==> src/hdl/hist_pkg.sv <==
`default_nettype none
package hist_pkg;
  localparam logic [1:0] OP_ADD   = 2'd0;
  localparam logic [1:0] OP_CLEAR = 2'd1;
  localparam logic [1:0] OP_READ  = 2'd2;

  // configuration register indexes
  localparam logic [1:0] REG_LOWER = 2'd0;
  localparam logic [1:0] REG_WIDTH = 2'd1;
  localparam logic [1:0] REG_CELLS = 2'd2;

  typedef struct packed {
    logic [1:0]         op;
    logic signed [15:0] sample;
    logic [8:0]         bin_index;
  } in_item_t;

  typedef struct packed {
    logic [8:0]         bin;
    logic [31:0]        bin_count;
    logic [31:0]        obs_count;
    logic signed [47:0] sum_total;
    logic [63:0]        sumsq_total;
    logic signed [15:0] min_seen;
    logic signed [15:0] max_seen;
  } out_item_t;

  // classified work handed from front to back
  typedef struct packed {
    logic [1:0]         op;
    logic signed [15:0] sample;
    logic [8:0]         bin;
    logic               bin_ok;
  } work_t;
endpackage
`default_nettype wire

==> src/hdl/hist_queue.sv <==
`default_nettype none
module hist_queue import hist_pkg::*; (
  input  wire logic  clk,
  input  wire logic  rst_n,
  input  wire logic  wr_valid,
  output logic       wr_ready,
  input  wire work_t wr_data,
  output logic       rd_valid,
  input  wire logic  rd_ready,
  output work_t      rd_data
);
  work_t      mem_r [2];
  logic       wp_r, rp_r;
  logic [1:0] cnt_r;
  logic       push, pop;
  assign wr_ready = cnt_r != 2'd2;
  assign rd_valid = cnt_r != 2'd0;
  assign rd_data  = mem_r[rp_r];
  assign push = wr_valid && wr_ready;
  assign pop  = rd_valid && rd_ready;
  always_ff @(posedge clk) begin
    if (!rst_n) begin
      wp_r <= 1'b0; rp_r <= 1'b0; cnt_r <= '0;
    end else begin
      if (push) wp_r <= ~wp_r;
      if (pop) rp_r <= ~rp_r;
      cnt_r <= cnt_r + 2'(push) - 2'(pop);
    end
    if (push) mem_r[wp_r] <= wr_data;
  end
endmodule
`default_nettype wire

==> config.mk <==
export PLATFORM = sky130hd
export DESIGN_NAME = hist_queue
export DESIGN_NICKNAME = d
export VERILOG_FILES = /design/src/hdl/hist_pkg.sv /design/src/hdl/hist_queue.sv
export SDC_FILE = /design/constraint.sdc
export NUM_CORES = 1
export LEC_CHECK = 0
export ABC_CLOCK_PERIOD_IN_PS = 4100
export BUFFER_PORTS_ARGS = -buffer_cell sky130_fd_sc_hd__buf_4
export CAP_MARGIN = 20
export CORE_UTILIZATION = 40
export CTS_CLUSTER_DIAMETER = 60
export DETAILED_ROUTE_END_ITERATION = 6
export PLACE_DENSITY = 0.72
export SLEW_MARGIN = 20
export SYNTH_ARGS = -nofsm -noshare
export SYNTH_HDL_FRONTEND = slang
export SYNTH_SLANG_ARGS = --single-unit
==> constraint.sdc <==
create_clock -name clk -period 4.1 [get_ports clk]
set_input_delay 1.025 -clock clk [delete_from_list [all_inputs] [get_ports clk]]
set_output_delay 1.025 -clock clk [all_outputs]
set_load 0.01 [all_outputs]
[Word-level counts from Yosys, hierarchy flattened]
Memories as Yosys holds them, arrays and structs flattened. A register that Yosys moved wholly into a read port is not among the register bits.
Index checks and enable logic that the tools add are counted.
W data, S select, Z words.
Storage, ports and cells
  bits in registers: 4
  bits in writable memories: 56
  input port bits: 32
  output and inout bits: 30
  logic and storage cells: 16
  memories kept: 1
Operators by class
  add/subtract/negate cells: 2
  equality and inequality tests: 1
  mux-type cells: 4
  bitwise logic cells: 2
  reductions and logical operators: 3
Memories
  mem_r: words 2, width 28, read ports 1, clocked after Yosys merged registers in 1, write ports 1, RTL line hist_queue.sv:12  | work_t mem_r [2];
Operator list (count)
  $mux W1: 4
  $add A2 B1 Y2: 1
  $logic_and A1 B1 Y1: 2
  $ne A2 B2 Y1 const B: 1
  $not A1 Y1: 2
  $reduce_bool A2 Y1: 1
  $sub A2 B1 Y2: 1

[Depth between registers and ports, before layout]
  word-level depth: 4
  depth in mapped cells: 8
  gate-level depth less buffers: 8

[Least setup slack after synthesis]
Ideal clock, no wire load.
  kind: input to register
  start: input port wr_valid
  end: memory mem_r[0][0] in the netlist's numbering (enable)
  setup time: 0.413 ns
  arrival: 2.311 ns
  data required time: 3.687 ns
  setup slack: 1.377 ns
  stages: 2
  cells stage by stage: nand2_1 > nor2_1
Between the ends
  longest elaborated chain between the ends: 3
Ends and longest elaborated chain
  start, declared: RTL line hist_queue.sv:5  | input wire logic wr_valid,
  $logic_and A1 B1 Y1: RTL line hist_queue.sv:19  | assign push = wr_valid && wr_ready;
  $mux W1: RTL line hist_queue.sv:29  | if (push) mem_r[wp_r] <= wr_data;
  $mux W1 (implied by the code): RTL line hist_queue.sv:29
  end, declared: RTL line hist_queue.sv:12
No other way between the ends.

==> reports/results.ini <==
[logic_synthesis]
yosysSeqAreaShare_pct = 75.54
syn_nets = 145
synth_seq_cells = 61
synth_area_per_cell_um2 = 21.25
yosysUniqueCellTypes = 18
synth_area_leaders = edfxtp_1 71%, mux2_4 13%, dfxtp_1 4.2%, mux2_2 3.8%, buf_12 1.7%
synth_warnings = 0
synth_top_area_share_pct = 71.30
syn_inst = 111
yosysTopAreaCell = edfxtp_1
syn_area_um2 = 2359

[timing]
finalCritPeriodShare_pct = 68.83
slew_viol_final = 0
worst_slew_pin_slew_ns = 0.8750
max_slew_margin_pct = 41.67
setup_violations = 0
tns_ns = 0
finalCriticalPeriod_ns = 2.822
hold_violations = 0
fmax_ghz = 0.3543
finalClockSkew_ns = 0.004476
rsz0062_at_grt = false

[clock_tree]
hold_buffers = 0
cts_buffers = 9
cts.htree.levels = 3
insertion_delay_ns = 0.33
cts.repair.resized = 0
post_cts_buffers = 0
clk_pin_slew_ns = 0.06
cts_tree = built
cts_root_buf = clkbuf_8
clkSinkCount = 61
clk_path_buf_depth = 2

[floorplanning]
coreArea_um2 = 5608
die_h_um = 78.79
design.die.area_um2 = 6207
fp.dieW_um = 78.79
initial_core_util_pct = 42.06
num_rows = 27
pin_count = 62

[power]
p_per_area_nw_per_um2 = 596.0
p_leak_uw = 0.001199
design_power_total_uw = 1820
ir_worst_vdd_mv = 0.3593

[global_routing]
antenna_found_initial = 0
grt_pass1_vias = 1270
track_usage_pct = 13.45
grt_start_max_net_pins = 29
grt_pass1_wl_um = 5851
overflow = 0

[worst_hold_path]
hold_depth = 2
hp-start = wp_r$_SDFFE_PN0N_
hold_path_class = reg2reg
whs_endpoint = wp_r$_SDFFE_PN0N_

[critical_path]
cp_max_fo = 28
crit_family = flip-flops
worst-setup-path-type = reg2out
worst_setup_path_end_kind = output port
cp_data_arrival_time_ns = 1.80
critPathMaxStageDelay_ns = 0.88
critPathLaunchType = flop
r2r_slack_ns = 2.39
r2r-start = cnt_r[0]$_SDFF_PN0_
path_cells = mux2_2, buf_4
worstPathRequired_ns = 3.07
crit_slowest_cell = dfxtp_2
reg2reg_depth = 8
critPathBufInv = 1
r2r-end = cnt_r[1]$_SDFF_PN0_

[layout]
final_cell_mix = 63 x buf_4, 56 x edfxtp_1, 20 x mux2_4, 9 x clkbuf_8, 8 x mux2_2
area_growth_pct = 29.50
postLayoutCoreUtil_pct = 54.46
fin_cells = 258
nets = 216
multi_input_area_um2 = 524.3
antenna_cells = 0
seq_area_um2 = 1783
n_fill_cell = 469
final_common_cell = buf_4
drive_above_1_share_pct = 58.60

[placement]
portBuffers = 61
place_inst = 243
gp_routability_congestion = 0.6206

[route]
viasPerCell = 4.620
wirelength_um = 3793
dr.pass1.iters = 4
ant_nets = 0
dr_total_vias = 1192
drt_iter0_markers = 29
remaining_drc_errors = 0
wl_per_cell_um = 14.70

[job]
max_cap_violations = 0

[run_status]
status = complete, no violations

Yosys cell counts:
| master | n |
|---|---|
| mux2_4 | 20 |
| edfxtp_1 | 56 |
| and2_1 | 2 |
| or2_2 | 1 |
| mux2_2 | 8 |
| nor2_1 | 1 |
| mux2i_1 | 1 |
| and3_1 | 1 |
| inv_1 | 1 |
| nand2_1 | 2 |
| buf_6 | 1 |
| buf_12 | 2 |
| ha_1 | 2 |
| dfxtp_1 | 5 |
| o21a_2 | 1 |
| nand2b_1 | 2 |
| nor2b_1 | 2 |
| xnor2_1 | 3 |
cells by family (layout without fill, tap and decap cells):
group,after synthesis,in the layout,synth area share (%)
XOR/XNOR,3,3,1.114
multiplexers,29,29,16.98
adder cells (fa/ha/maj),2,2,1.061
buffers and inverters,4,79,2.334
flip-flops,61,61,75.54
AND/OR/NAND/NOR,11,11,2.600
AO/OA/AOI/OAI,1,1,0.3714
final cells by class:
type                            instances  share of cell area, %
Timing Repair Buffer                   63                  15.49
Multi-Input combinational cell         46                  17.17
Clock inverter                          5                  1.721
Tap cell                               72                  2.950
Inverter                                1                 0.1229
Sequential cell                        61                  58.38
Clock buffer                           10                  4.179
worst max path at each step:
stage | start | endpoint | cells after the start
after CTS | flop | rd_data[0] | 2
after floorplan | wr_valid | mem_r[0][0]$_DFFE_PP_ | 2
after detailed placement | flop | rd_data[27] | 2
after global routing | flop | rd_data[27] | 2
final | flop | rd_data[3] | 2
after global placement | flop | rd_data[2] | 2
power by group:
part           leakage (µW)  total (µW)  switching (µW)  internal (µW)
Clock             0.0000919         487             213            274
Sequential         0.000565         857            71.7            785
Combinational      0.000542         477             183            294
metal layers:
metal / global-route usage (%) / wire length [µm] / vias up
met4: 10.00 / 118 / 0
li1: - / - / 563
met1: 14.45 / 1507 / 577
met3: 4.138 / 207 / 10
met2: 22.26 / 1960 / 42
met5: 0 / 0 / -
per-stage QoR:
stage / area (µm²) / setup slack (ns) / hold slack [ns]
2_1_floorplan: 2359 / 1.377 / 0.4549
3_3_place_gp: 2874 / 1.630 / 0.4820
3_5_place_dp: 2874 / 1.598 / 0.5095
4_1_cts: 3054 / 1.227 / 0.5192
5_1_grt: 3054 / 1.176 / 0.5715
6_report: 3054 / 1.278 / 0.5182
worst register-to-register path: cells and delay by family (launching register included):
family                     cells  cell delay [ns]
xor gates and xnor gates       2             0.26
adders and majority gates      2             0.48
buffers and inverters          1             0.04
DFF                            1             0.37
and+or+nand+nor                3             0.45
state kept, by name, summed over array words and instances (netlist names), named ones only:
register and count:
mem_r 56, wp_r 1, cnt_r 2, rp_r 1
Power figures use the tool's default switching activity.
