`config.mk`:
```
export PLATFORM = sky130hd
export DESIGN_NAME = hist_front
export DESIGN_NICKNAME = d
export VERILOG_FILES = /design/src/hdl/hist_pkg.sv /design/src/hdl/hist_front.sv
export SDC_FILE = /design/constraint.sdc
export NUM_CORES = 1
export LEC_CHECK = 0
export ABC_AREA = 1
export BUFFER_PORTS_ARGS = -buffer_cell sky130_fd_sc_hd__buf_4
export CORE_MARGIN = 2
export CORE_UTILIZATION = 59
export DETAILED_ROUTE_END_ITERATION = 10
export PLACE_DENSITY = 0.81
export SYNTH_ARGS = -nofsm -noshare
export SYNTH_HDL_FRONTEND = slang
export SYNTH_SLANG_ARGS = --single-unit
```
`constraint.sdc`:
```
create_clock -name clk -period 4.48 [get_ports clk]
set_clock_uncertainty 0.15 [all_clocks]
set_input_delay 0.448 -clock clk [delete_from_list [all_inputs] [get_ports clk]]
set_output_delay 0.448 -clock clk [all_outputs]
set_load 0.005 [all_outputs]
```
`src/hdl/hist_pkg.sv`:
```
`default_nettype none
package hist_pkg;
  localparam logic [1:0] OP_ADD   = 2'd0;
  localparam logic [1:0] OP_CLEAR = 2'd1;
  localparam logic [1:0] OP_READ  = 2'd2;

  // configuration register indexes
  localparam logic [1:0] REG_LOWER = 2'd0;
  localparam logic [1:0] REG_WIDTH = 2'd1;
  localparam logic [1:0] REG_CELLS = 2'd2;

  typedef struct packed {
    logic [1:0]         op;
    logic signed [15:0] sample;
    logic [8:0]         bin_index;
  } in_item_t;

  typedef struct packed {
    logic [8:0]         bin;
    logic [31:0]        bin_count;
    logic [31:0]        obs_count;
    logic signed [47:0] sum_total;
    logic [63:0]        sumsq_total;
    logic signed [15:0] min_seen;
    logic signed [15:0] max_seen;
  } out_item_t;

  // classified work handed from front to back
  typedef struct packed {
    logic [1:0]         op;
    logic signed [15:0] sample;
    logic [8:0]         bin;
    logic               bin_ok;
  } work_t;
endpackage
`default_nettype wire

```
`src/hdl/hist_front.sv`:
```
`default_nettype none
// Bin classification: a restoring divider, one quotient bit per cycle.
module hist_front import hist_pkg::*; (
  input  wire logic               clk,
  input  wire logic               rst_n,
  input  wire logic               in_valid,
  output logic                    in_stall,
  input  wire in_item_t           in_data,
  input  wire logic signed [15:0] range_lower,
  input  wire logic [15:0]        bin_width,
  input  wire logic [8:0]         cells_in_use,
  output logic                    q_valid,
  input  wire logic               q_ready,
  output work_t                   q_data
);
  localparam logic [1:0] S_IDLE = 2'd0, S_DIV = 2'd1, S_OUT = 2'd2;
  logic [1:0]  state_r, state_nxt;
  in_item_t    item_r;
  logic [17:0] num_r;   // 2d + w, up to 18 bits
  logic [17:0] rem_r;
  logic [17:0] quo_r;
  logic [17:0] den_r;   // 2w
  logic [4:0]  cnt_r;
  logic        below_r;
  logic [8:0]  top_r;

  logic signed [16:0] diff;
  logic [15:0]        w_eff;
  logic [8:0]         cells;
  logic [18:0]        trial;
  logic [8:0]         bin_calc;

  assign diff  = 17'(in_data.sample) - 17'(range_lower);
  assign w_eff = (bin_width == 16'd0) ? 16'd1 : bin_width;
  always_comb begin
    cells = cells_in_use;
    if (cells == 9'd0) cells = 9'd1;
    if (cells > 9'd256) cells = 9'd256;
  end
  assign trial = {rem_r, num_r[17]} - {1'b0, den_r};

  always_comb begin
    if (below_r) bin_calc = 9'd0;
    else if (quo_r >= 18'(top_r - 9'd1)) bin_calc = top_r;
    else bin_calc = quo_r[8:0] + 9'd1;
  end

  assign in_stall = (state_r != S_IDLE);
  assign q_valid  = (state_r == S_OUT);
  // clear and the unused op report bin 0
  assign q_data   = '{op: item_r.op, sample: item_r.sample,
                      bin: (item_r.op == OP_ADD) ? bin_calc :
                           ((item_r.op == OP_READ) ? item_r.bin_index : 9'd0),
                      bin_ok: (item_r.op == OP_ADD) || (item_r.bin_index < 9'd258)};

  always_comb begin
    state_nxt = state_r;
    unique case (state_r)
      S_IDLE: if (in_valid) state_nxt = (in_data.op == OP_ADD) ? S_DIV : S_OUT;
      S_DIV:  if (cnt_r == 5'd17) state_nxt = S_OUT;
      S_OUT:  if (q_ready) state_nxt = S_IDLE;
      default: state_nxt = S_IDLE;
    endcase
  end

  always_ff @(posedge clk) begin
    if (!rst_n) state_r <= S_IDLE;
    else state_r <= state_nxt;
    if (state_r == S_IDLE && in_valid) begin
      item_r  <= in_data;
      below_r <= diff < 0;
      num_r   <= {1'b0, diff[15:0], 1'b0} + 18'(w_eff);
      den_r   <= {1'b0, w_eff, 1'b0};
      rem_r   <= '0;
      quo_r   <= '0;
      cnt_r   <= '0;
      top_r   <= cells + 9'd1;
    end else if (state_r == S_DIV) begin
      num_r <= {num_r[16:0], 1'b0};
      cnt_r <= cnt_r + 5'd1;
      if (!trial[18]) begin
        rem_r <= trial[17:0];
        quo_r <= {quo_r[16:0], 1'b1};
      end else begin
        rem_r <= {rem_r[16:0], num_r[17]};
        quo_r <= {quo_r[16:0], 1'b0};
      end
    end
  end
endmodule
`default_nettype wire

```
; Yosys cells after proc, flatten, opt, wreduce, memory -nomap -nowiden
; Cells that the tools add are included.
[op_classes]
addsub = 7
magnitude_cmp = 4
eq_ne = 7
mux = 16
n_reduce_logical = 10
[op_table]
columns = op, count
row1 = 2-to-1 mux 18 bit, 3
row2 = 2-to-1 mux 9 bit, 6
row3 = subtractor 19 x 17 -> 19 bit, 1
row4 = adder 17 x 16 -> 18 bit, 1
row5 = "adder 9 x 1 -> 9 bit, second input constant", 2
row6 = greater-or-equal comparator 18 bit, 1
row7 = "< comparator 17 x 1 -> 1 bit, second input constant", 1
row8 = subtractor 16 x 16 -> 17 bit, 1
row9 = zero test 16 bit, 1
row10 = 2-to-1 mux 16 bit, 1
row11 = "subtractor 9 x 1 -> 10 bit, second input constant", 1
row12 = "> comparator 9 bit, second input constant", 1
row13 = zero test 9 bit, 1
row14 = "< comparator 9 bit, second input constant", 1
row15 = 2-to-1 mux 2 bit, 4
row16 = zero test 2 bit, 3
row17 = case mux 2 bit (3 select lines), 1
row18 = "adder 5 x 1 -> 5 bit, second input constant", 1
row19 = "== test 5 bit, second input constant", 1
row20 = "== test 2 bit, second input constant", 2
row21 = "inequality test 2 bit, second input constant", 2
row22 = nonzero test 2 bit, 2
row23 = AND reduction 3 bit, 1
row24 = "== test 2 x 1 -> 1 bit, second input constant", 1
row25 = 4 further kinds, 4
[word_totals]
wordCells = 55
ff_bits = 114
out_inout_bits = 30

; Longest topological paths before layout
; Gate-level depths: netlist (run 1).
[depth]
ltp_word = 5
ltp_mapped = 20
ltp_nobuf = 20

; Worst setup path after synthesis (run 1)
; OpenSTA, ideal clock, no wires.
[synth_path]
path_kind = input port to flip-flop
startpoint = in in_data[9] in the netlist's numbering
endpoint = reg num_r[13] (data pin)
path_slack_ps = 1108
stages = 17
arrival_ps = 2960
cell_sequence = inv_1 -> ha_1 -> fa_1 -> o21ai_2 -> a21boi_0 -> o21ai_0 -> nand2_1 -> nand2_1 -> xor2_1 -> ha_1 -> nand2_1 -> nor2_1 -> nand3_1 -> o2111ai_1 -> or2_2 -> nand3_1 -> nand2_1
[synth_between]
elab_chain_len = 3
[synth_rtl]
columns = element, line
row1 = from (decl), hist_front.sv:8  ; input wire in_item_t in_data,
row2 = subtractor 16 x 16 -> 17 bit, hist_front.sv:33  ; assign diff = 17'(in_data.sample) - 17'(range_lower);
row3 = adder 17 x 16 -> 18 bit, hist_front.sv:72  ; num_r <= {1'b0, diff[15:0], 1'b0} + 18'(w_eff);
row4 = 2-to-1 mux 18 bit, hist_front.sv:69  ; if (state_r == S_IDLE && in_valid) begin
row5 = to (signal assigned), hist_front.sv:72
row6 = to (signal assigned), hist_front.sv:79  ; num_r <= {num_r[16:0], 1'b0};
row7 = to (decl), hist_front.sv:19  ; logic [17:0] num_r;
; Every way passes these cells.
; A chain may end at the register's enable or synchronous reset.

==> flow_metrics.tcl, run 1 <==
set metrics [dict create \
    leakagePower_nw 4.65 \
    status "completed" \
    coreArea_mm2 0.0138 \
    async_flop_share_pct 0 \
    clk_path_buf_depth 2 \
    rows 43 \
    clk_latency_ns 0.42 \
    hold_viol 0 \
    setup_viol 0 \
    ys_top_cells_by_area "edfxtp_1, nand2_1, ha_1" \
    initial_core_util_pct 59.7 \
    die_x_um 122 \
    post-place-cells 1313 \
    cts.sinks 114 \
    cp.required_ns 3.88 \
    routed_wl_um 18000 \
    die_h_um 122 \
    yosysMostFrequentCell "nand2_1" \
    area_growth_pct 16.0 \
    numCtsBuffers 17 \
    dpl.hpwl_um 13600 \
    yosysTopAreaCell "edfxtp_1" \
    synth_common_cells "nand2_1, inv_1, nand3_1, edfxtp_1, ha_1" \
    slew_headroom_pct 45.0 \
    grt_util_all_layers_pct 25.3 \
    antenna_found_initial 0 \
    synth-seq-cells 114 \
    fin_setup_tns_ns 0 \
    yosys_most_used_dff "edfxtp_1" \
    ys_types 45 \
    tightest_slew_ns 0.824 \
    ys_warn_count 0 \
    path_clk_slew_ns 0.06 \
    cts_tree "built" \
    synth_top_area_share_pct 25.9 \
    cp-start-kind "flop" \
    finish.utilization_pct 69.3 \
    wl_per_cell_um 13.4 \
    slew_violations 0 \
    dieArea_mm2 0.0149 \
    dr.pass1.iters 5 \
    syn-cell-area_mm2 0.00823 \
    root_buffer "clkbuf_16" \
    synth_edf_count 71 \
    syn_area_per_cell_um2 7.65 \
    syn_inst 1075 \
    cp-end-kind "output port" \
    rsz0062_at_grt "false" \
    critical_path_class "flop to output port" \
    postCtsSetupBuffers 0 \
    grt_overflow 0 \
    timing.fmax_mhz 244 \
    antenna_cells 0 \
    grt_pass1_vias 6676 \
    io_buffers 101 \
    yosysSeqAreaShare_pct 36.4 \
    vias_per_cell 5.31 \
    max-vdd-ir-drop_v 0.000266 \
    route.detailed.drc 0 \
    grt_pass1_wl_um 29900 \
    min_period_over_period_pct 91.5 \
    crit_path_max_fanout 10 \
    first_iter_violations 616 \
    maxCapViolCount 0 \
    hold_class "primary input to flop" \
    grt_max_degree 66 \
    io-pin-count 102 \
    nets 1297 \
    vias 7141 \
    cts_max_level 4 \
    synthesis.nets 1220 \
    period_minus_slack_ns 4.10 \
    powerDensity_mw_per_mm2 352 \
    layout.cells.non_filler 1345 \
    postRouteAntennaNets 0 \
    gp_congestion 0.967 \
    drive_above_1_share_pct 15.8 \
    cp.arrival_ns 3.50 \
]
[worst max-delay path, cell delays in order, from the launching register on]
cell and delay, ns:
edfxtp_1 0.36, inv_1 0.17, ha_1 0.23, nand3_1 0.13
nor2_1 0.12, nand2_1 0.09, nor3_1 0.20, xor2_1 0.21
ha_1 0.25, nand2_1 0.10, nor2_1 0.09, nand2_1 0.08
nand2_1 0.05, nand2_1 0.27, nand4_2 0.30, nand2_1 0.13
nand3_1 0.08, nand2_1 0.11, buf_4 0.11
[cells in the final DEF, fill, tap and decap left out, types with 3 or more instances in the layout]
cell	netlist	layout
inv_2	3	3
clkinv_2	0	7
bufinv_16	0	3
nand2_2	19	19
xnor2_1	17	17
or2_2	4	4
xor2_1	29	29
o22ai_1	17	17
nor2_1	69	69
nor4_1	7	7
o21bai_1	3	3
nand2_4	4	4
edfxtp_1	71	71
nor2_2	6	5
nand3b_1	6	6
a31oi_1	4	4
fa_1	3	3
nand2_1	264	264
nand4_1	18	18
nor3_1	12	11
dfxtp_1	43	43
o21ai_0	34	34
a21o_1	5	5
clkbuf_16	0	17
inv_1	157	157
ha_1	70	70
a21oi_1	56	56
and2_1	3	3
nand3_1	84	83
buf_4	19	104
nand3_2	6	7
[state kept, by name, indices dropped and copies added (netlist names)]
signal   count
item_r       9
below_r      1
rem_r       18
top_r        9
num_r       18
quo_r       18
den_r       16
state_r      2
cnt_r        5
q_data      18
[per-layer routing]
layer  track usage (%)  vias up  wire, µm
li1                  -     3672         -
met1              34.2     3253      8490
met2              40.0      189      8290
met3              5.57       27       890
met4              9.34        0       297
met5                 0        -         0
[final timing paths]
check | start | endpoint | slack, ns | depth (start not counted)
worst max-delay path | top_r[0] | q_data[1] | 0.38 | 18
worst min-delay path | in_data[5] | item_r[5] | 0.05 | 1
worst max register to register | state_r[0] | quo_r[11] | 1.80 | 7
worst min register to register | rem_r[14] | rem_r[14] | 0.32 | 2
[cell type report]
cell class	instances	area, µm²
Sequential cell	114	2990
Fill cell	1139	4230
Timing Repair Buffer	104	781
Clock buffer	20	447
Multi-Input combinational cell	754	4360
Inverter	161	604
Tap cell	180	225
Clock inverter	12	140
[cell families (layout without fill, tap and decap cells)]
kind of cell | Yosys count | count (layout) | share of synthesized area (%)
AND/OR/NAND/NOR | 505 | 505 | 27.6
buffers and inverters | 207 | 297 | 10.8
AO/OA/AOI/OAI | 130 | 130 | 8.87
flip-flops | 114 | 114 | 36.4
adder cells (fa/ha/maj) | 73 | 73 | 11.4
XOR/XNOR | 46 | 46 | 4.90
[power breakdown]
group          total [mW]  switching, mW  internal [mW]
clock                1.35          0.468          0.879
sequential           1.26         0.0299           1.23
combinational       0.751          0.454          0.297
[per-stage QoR]
| stage | setup slack, ns | power [mW] | hold slack (ns) | cell area, µm² |
|---|---|---|---|---|
| 5_1_grt | 0.0945 | 3.52 | 0.0356 | 9550 |
| 4_1_cts | 0.290 | 3.37 | 0.0357 | 9540 |
| 2_1_floorplan | 1.11 | 1.82 | 0.272 | 8230 |
| 3_5_place_dp | 0.781 | 2.02 | 0.314 | 8950 |
| 6_report | 0.380 | 3.36 | 0.0454 | 9550 |
| 3_3_place_gp | 0.818 | 2.00 | 0.310 | 8950 |
[timing repair]
item	CTS	global route
gates resized for setup	0	2
endpoints found under the setup margin	0	9
hold buffers	0	0
Power figures use the tool's default switching activity.
==> run 2, diff against run 1 <==
Settings changed: CELL_PAD_IN_SITES_DETAIL_PLACEMENT from default to 0, CELL_PAD_IN_SITES_GLOBAL_PLACEMENT from default to 1, CORE_UTILIZATION 59 to 44, PLACE_DENSITY 0.81 to default, PLACE_DENSITY_LB_ADDON from default to 0.1.
==> run 2 against run 1 <==
  * First-iteration DRC count decreased by 49%
  * Cell count increased by 4.0%
  * Worst setup slack improved by 0.0016 ns
  * Clock power decreased by 7%
  * Combinational power increased by 0.5%
  * Power decreased by 2.6%
  * Hold slack improved by 0.0085 ns
  * Non-clock buffer count unchanged
  * Die area increased by 33%
  * Utilization decreased by 18 points
  * Via count decreased by 4.0%
==> flow_metrics.tcl, run 2 (same netlist as run 1, synthesis figures left out) <==
set metrics [dict create \
    switchingPower_mw 0.964 \
    crit-reg2reg-launch "state_r[1]" \
    nFillCells 1851 \
    layout.cells.non_filler 1399 \
    min-delay-start "in_data[0]" \
    clk_latency_ns 0.41 \
    io_buffers 101 \
    postCtsSetupBuffers 0 \
    max-vdd-ir-drop_v 0.000267 \
    rsz0062_at_grt "false" \
    antenna_cells 0 \
    routed_wl_um 19100 \
    die_x_um 141 \
    area_growth_pct 16.4 \
    gp_congestion 0.851 \
    cts_tree "built" \
    finish.utilization_pct 51.7 \
    p_sw_share_pct 29.5 \
    timing.fmax_mhz 244 \
    route.detailed.drc 0 \
    die_h_um 141 \
    grt_max_degree 49 \
    nets 1297 \
    post-place-cells 1367 \
    clkPwrFrac_pct 38.4 \
    rows 50 \
    hold_class "primary input to flop" \
    combPwrFrac_pct 23.1 \
    slew_violations 0 \
    tightest_slew_ns 0.792 \
    grt_util_all_layers_pct 20.3 \
    drive_above_1_share_pct 15.6 \
    first_iter_violations 315 \
    grt_overflow 0 \
    cts.sinks 114 \
    path_clk_slew_ns 0.06 \
    critical_path_class "flop to output port" \
    numCtsBuffers 17 \
    cp.required_ns 3.88 \
    grt_pass1_wl_um 32500 \
    crit_path_max_fanout 9 \
    dieArea_mm2 0.0198 \
    dpl.hpwl_um 15000 \
    status "completed" \
    cp-end-kind "output port" \
    slew_headroom_pct 47.2 \
    vias_per_cell 4.90 \
    seqPwrFrac_pct 38.5 \
    cp-start-kind "flop" \
    layout_common_cells "nand2_1, inv_1, buf_4" \
    coreArea_mm2 0.0185 \
    cp.arrival_ns 3.50 \
    hold_viol 0 \
    total_power_mw 3.27 \
    fin_setup_tns_ns 0 \
    cts_max_level 4 \
    maxCapViolCount 0 \
    io-pin-count 102 \
    grt_pass1_vias 6773 \
    final_common_cell "nand2_1" \
    root_buffer "clkbuf_16" \
    crit_path_start "top_r[2]" \
    fin_hold_ws_ns 0.0539 \
    leakagePower_nw 4.64 \
    period_minus_slack_ns 4.10 \
    vias 6854 \
    p_int_mw 2.30 \
    dr.pass1.iters 5 \
    wl_per_cell_um 13.6 \
    powerDensity_mw_per_mm2 341 \
    setup_viol 0 \
    postRouteAntennaNets 0 \
    antenna_found_initial 0 \
    initial_core_util_pct 44.4 \
    min_period_over_period_pct 91.5 \
    clk_path_buf_depth 2 \
]
## run 2: changes by cell type in the layout (fill, tap and decap cells not counted), sizes merged
| cell | delta |
|---|---|
| inv | +2 |
| bufinv | -3 |
| clkinv | -3 |
| clkbuf | +4 |
## run 2: path summary, 6_finish.rpt
path | to | slack [ns] | cells past startpoint
max | q_data[5] | 0.38 | 13
min | item_r[0] | 0.05 | 1
max reg2reg | num_r[9] | 1.95 | 6
min reg2reg | rem_r[3] | 0.32 | 2
## run 2: power by group through the flow
stage,logic (mW),clock network [mW],registers [mW]
2_1_floorplan,0.548,0,1.27
3_3_place_gp,0.756,0,1.28
3_5_place_dp,0.754,0,1.28
4_1_cts,0.759,1.28,1.26
5_1_grt,0.861,1.33,1.26
6_report,0.755,1.26,1.26
## run 2: what timing repair did
action,CTS,global route
resized for setup,0,1
hold buffers,0,0
setup endpoints to repair,0,9
## run 2: critical path, cell delays in order (launching register included)
cell and delay [ns]:
edfxtp_1 0.41, nor2_1 0.15, nand4_1 0.15, nor3_1 0.32
nand3_2 0.30, ha_1 0.38, a21oi_1 0.15, o21ai_0 0.11
o21bai_1 0.17, nor2_1 0.44, nand4_1 0.20, nand3_1 0.13
nand2_1 0.06, buf_4 0.13
## run 2: routing by layer
metal  track usage (%)  routed length (µm)  up-vias
li1                  -                   -     3670
met1              28.6                9880     3050
met2              32.2                8290      120
met3              4.04                 739       14
met4              4.79                 173        0
met5                 0                   0        -
## run 2: through the flow
stage | worst slack [ns] | area [µm²]
2_1_floorplan | 1.11 | 8230
3_3_place_gp | 0.704 | 9020
3_5_place_dp | 0.684 | 9020
4_1_cts | 0.237 | 9570
5_1_grt | 0.0191 | 9580
6_report | 0.382 | 9580
## run 2: area by class of cell
class	count	area, µm²	share of cell area (%)
Timing Repair Buffer	104	781	8.15
Inverter	161	604	6.31
Clock inverter	8	51.3	0.536
Multi-Input combinational cell	754	4350	45.4
Sequential cell	114	2990	31.3
Tap cell	234	293	3.06
Clock buffer	24	503	5.25
